==> src/sv/pidc_pkg.sv <==
`timescale 1ns / 1ps

package pidc_pkg;

    localparam int AccW  = 72;
    localparam int ProdW = 60;
    localparam int MulAW = 34;
    localparam int MulBW = 26;

    localparam logic [2:0] REG_GAINS_X   = 3'd0;
    localparam logic [2:0] REG_GAINS_Y   = 3'd1;
    localparam logic [2:0] REG_GAINS_Z   = 3'd2;
    localparam logic [2:0] REG_STEP      = 3'd3;
    localparam logic [2:0] REG_INV_STEP  = 3'd4;
    localparam logic [2:0] REG_SCALE_XY  = 3'd5;
    localparam logic [2:0] REG_SCALE_Z   = 3'd6;

    localparam logic [15:0] STEP_RST     = 16'd164;
    localparam logic [23:0] INV_STEP_RST = 24'd102400;
    localparam logic [15:0] SCALE_XY_RST = 16'd743;
    localparam logic [15:0] SCALE_Z_RST  = 16'd954;

    typedef logic signed [AccW-1:0] acc_t;

    function automatic logic signed [47:0] sat48(input acc_t v);
        if ((&v[AccW-1:47]) || !(|v[AccW-1:47]))
            return v[47:0];
        return v[AccW-1] ? {1'b1, 47'b0} : {1'b0, {47{1'b1}}};
    endfunction

    function automatic logic signed [39:0] sat40(input acc_t v);
        if ((&v[AccW-1:39]) || !(|v[AccW-1:39]))
            return v[39:0];
        return v[AccW-1] ? {1'b1, 39'b0} : {1'b0, {39{1'b1}}};
    endfunction

    function automatic logic signed [31:0] sat32(input acc_t v);
        if ((&v[AccW-1:31]) || !(|v[AccW-1:31]))
            return v[31:0];
        return v[AccW-1] ? {1'b1, 31'b0} : {1'b0, {31{1'b1}}};
    endfunction

endpackage

==> src/sv/pidc_mul.sv <==
`timescale 1ns / 1ps

module pidc_mul (
    input  logic                                clk,
    input  logic                                en,
    input  logic signed [pidc_pkg::MulAW-1:0]   a,
    input  logic signed [pidc_pkg::MulBW-1:0]   b,
    output logic signed [pidc_pkg::ProdW-1:0]   prod
);
    import pidc_pkg::*;

    logic signed [ProdW-1:0] prod_reg;

    always_ff @(posedge clk)
    begin
        if (en)
        begin
            prod_reg <= a * b;
        end
    end

    assign prod = prod_reg;

endmodule

==> config.mk <==
export PLATFORM = sky130hd
export DESIGN_NAME = pidc_mul
export DESIGN_NICKNAME = d
export VERILOG_FILES = /design/src/sv/pidc_pkg.sv /design/src/sv/pidc_mul.sv
export SDC_FILE = /design/constraint.sdc
export NUM_CORES = 2
export LEC_CHECK = 0
export BUFFER_PORTS_ARGS = -buffer_cell sky130_fd_sc_hd__clkbuf_2
export CAP_MARGIN = 20
export CORE_AREA = 2 2 173 302
export DETAILED_ROUTE_END_ITERATION = 12
export DIE_AREA = 0 0 175 304
export PLACE_DENSITY = 0.86
export SLEW_MARGIN = 30
export SYNTH_ARGS = -nofsm -noshare
export SYNTH_HDL_FRONTEND = slang
export SYNTH_SLANG_ARGS = --single-unit
==> constraint.sdc <==
create_clock -name clk -period 13.9 [get_ports clk]
set_input_delay 0 -clock clk [delete_from_list [all_inputs] [get_ports clk]]
set_output_delay 0 -clock clk [all_outputs]
set_load 0.02 [all_outputs]
==> metrics.txt <==
vias in the first global route 28,978; max cap viols 0; Final Hold Viols 0; commonest non-fill, non-tap cell in the layout inv_1; PortBufs 121; footprint of the multi-input gates 26,680 um^2; RSZ-0062 raised after global routing false; Yosys reg bits 60; Worst Path Required 14.00 ns; ys flop type edfxtp_1; setup bufs post-CTS 0; core area 51,060 um^2; setup violators final 0; Setup crit start kind input port; Post-synth EDFFs 60; first-pass GRT wire length 161,100 um; post-synthesis cell type count 62; sequential element share of the synthesized area 0.05531; chip height between 300 and 400 um; hpwl dp 75,750 um; Detailed Route WL roughly 100,000 um; Filler cells 3,859; crit path kind in2reg; # hold bufs at CTS 0; area of the die around 53,000 um^2; Mapped Cells 3,450; H-tree lvl count 3; total CTS buffers 9; via count 24,771; met3 wire len 10,780 um; setup TNS 0 ns; die width 175 um; Clock Path Buffers 2; drt drc 0; max FFs per register 60; most frequent cells in the layout inv_1 (916), fa_1 (902), nand2_1 (527); Final Max Tran Viols 0; metal2 WL 49,410 um; GRT Residual Overflow 0; final net count 4,542; Row Count 110; register area 1802 um^2; max frequency 130.5 MHz; initial antenna violation count 3; post-synthesis cell area 32,570 um^2; Clock Pin Slew Worst Setup and Hold Paths 0.06 ns; Hold Crit Depth 3; largest net degree at the start of global routing 61; synthesized area per cell roughly 9.4 um^2; Yosys warnings 0; CTS tree done; critical path peak fanout 34; CP Data Arrival Time 7.76 ns; Async S/R FF share, synth 0; DR top layer met4; Pre-antenna DRT Iters 7; Syn Nets 4,576; cts repair resizes 0; Starting Density 0.6379; drt wl/cell between 20 and 25 um; layout cells sized above 1 0.04765; CTS Root Cell clkbuf_16; Iteration-0 DRC Markers 2,357; Slew headroom 0.2645; layout overhead on the synthesized area 3.511%; status finished clean; worst hold path class in2reg; global-route usage over all layers 0.4127; minimum clock period 7.665 ns; clock sink count 60; CP endpoint kind flop; Ports 122; WL met1 25,300 um; DR vias/cell 6.045; Final GP Congestion 0.9836; Final Cycle Share 0.5515; slew of the pin with the lowest slew margin between 1 and 1.5 ns; post-route ant nets 0
-- synthesized netlist by cell type, drive strengths merged (2+ instances only) --
| master | instances | share of area |
|---|---|---|
| nand2b | 7 | 0.0013 |
| a21o | 37 | 0.0086 |
| buf | 8 | 0.0012 |
| and2 | 369 | 0.071 |
| o21a | 7 | 0.0016 |
| a221oi | 2 | 0.00054 |
| nor2b | 3 | 0.00058 |
| a31oi | 5 | 0.00096 |
| o21bai | 14 | 0.0033 |
| or2 | 2 | 0.00038 |
| ha | 162 | 0.062 |
| o31a | 3 | 0.00081 |
| xnor2 | 45 | 0.012 |
| nor2 | 53 | 0.0061 |
| nand2 | 529 | 0.061 |
| clkbuf | 163 | 0.019 |
| nand4 | 7 | 0.0013 |
| nor3 | 7 | 0.0012 |
| fa | 902 | 0.55 |
| and3 | 5 | 0.00096 |
| inv | 916 | 0.11 |
| a41oi | 6 | 0.0021 |
| xor2 | 21 | 0.0056 |
| nand3 | 8 | 0.0012 |
| o211ai | 4 | 0.0012 |
| a211oi | 2 | 0.00046 |
| a211o | 2 | 0.00054 |
| nor4 | 4 | 0.00077 |
| o21ai | 24 | 0.0039 |
| a21oi | 51 | 0.0083 |
| a221o | 5 | 0.0016 |
| edfxtp | 60 | 0.055 |
-- per-layer routing --
metal  up-vias  GRT usage
met5         -          0
met4         0     0.4281
met3       860     0.1550
met2      1761     0.6787
met1     12402     0.3718
li1       9748          -
-- cells by family (layout without fill, tap and decap cells) --
| group | Yosys count | in the layout | share of synthesized area |
|---|---|---|---|
| mux | 1 | 1 | 0.0003073 |
| fa+ha+maj | 1064 | 1064 | 0.6166 |
| other cells | 0 | 5 | 0 |
| compound gates | 173 | 173 | 0.03707 |
| buf+inv | 1087 | 1058 | 0.1256 |
| simple gates | 999 | 999 | 0.1474 |
| flops | 60 | 60 | 0.05531 |
| xor+xnor | 66 | 66 | 0.01775 |
-- critical path: stages --
cell      delay (ns)
clkbuf_2        0.79
nand2_1         0.17
fa_1            0.57
inv_1           0.06
fa_1            0.53
inv_1           0.09
fa_1            0.49
fa_1            0.52
fa_1            0.55
inv_1           0.05
fa_1            0.47
inv_1           0.05
fa_1            0.56
inv_1           0.06
ha_1            0.38
nand2_1         0.12
nor3_1          0.20
nand3_1         0.13
nand3_1         0.25
a31o_2          0.28
a41oi_2         0.24
o31a_1          0.42
nor3_1          0.38
a41oi_1         0.20
xnor2_1         0.16
-- worst paths after layout --
kind              start       end
setup / recovery   b[3]  prod[59]
hold / removal     a[0]   prod[0]
-- per-stage QoR --
stage | cells | utilization | hold WS [ns] | cell area [um^2] | setup slack, ns
6_report | 4098 | 0.6603 | 0.3292 | 33720 | 6.235
5_1_grt | 4094 | 0.6601 | 0.3351 | 33710 | 6.026
4_1_cts | 4093 | 0.6601 | 0.3167 | 33700 | 6.438
3_5_place_dp | 4077 | 0.6542 | 0.4523 | 33400 | 6.064
3_3_place_gp | 4077 | 0.6542 | 0.4511 | 33400 | 6.157
2_1_floorplan | 3450 | - | 0.1125 | 32570 | 7.044
-- layout make-up --
class | instances | area share
multi-input combinational | 2303 | 0.7913
inverter | 916 | 0.1020
sequential | 60 | 0.05344
tap | 672 | 0.02494
timing repair buffer | 126 | 0.01907
antenna | 5 | 0.0003711
clock inverter | 7 | 0.002227
clock buffer | 9 | 0.006680
Power is not shown: default switching activity piles up to over one toggle a cycle in this logic, so the estimate is an artifact.
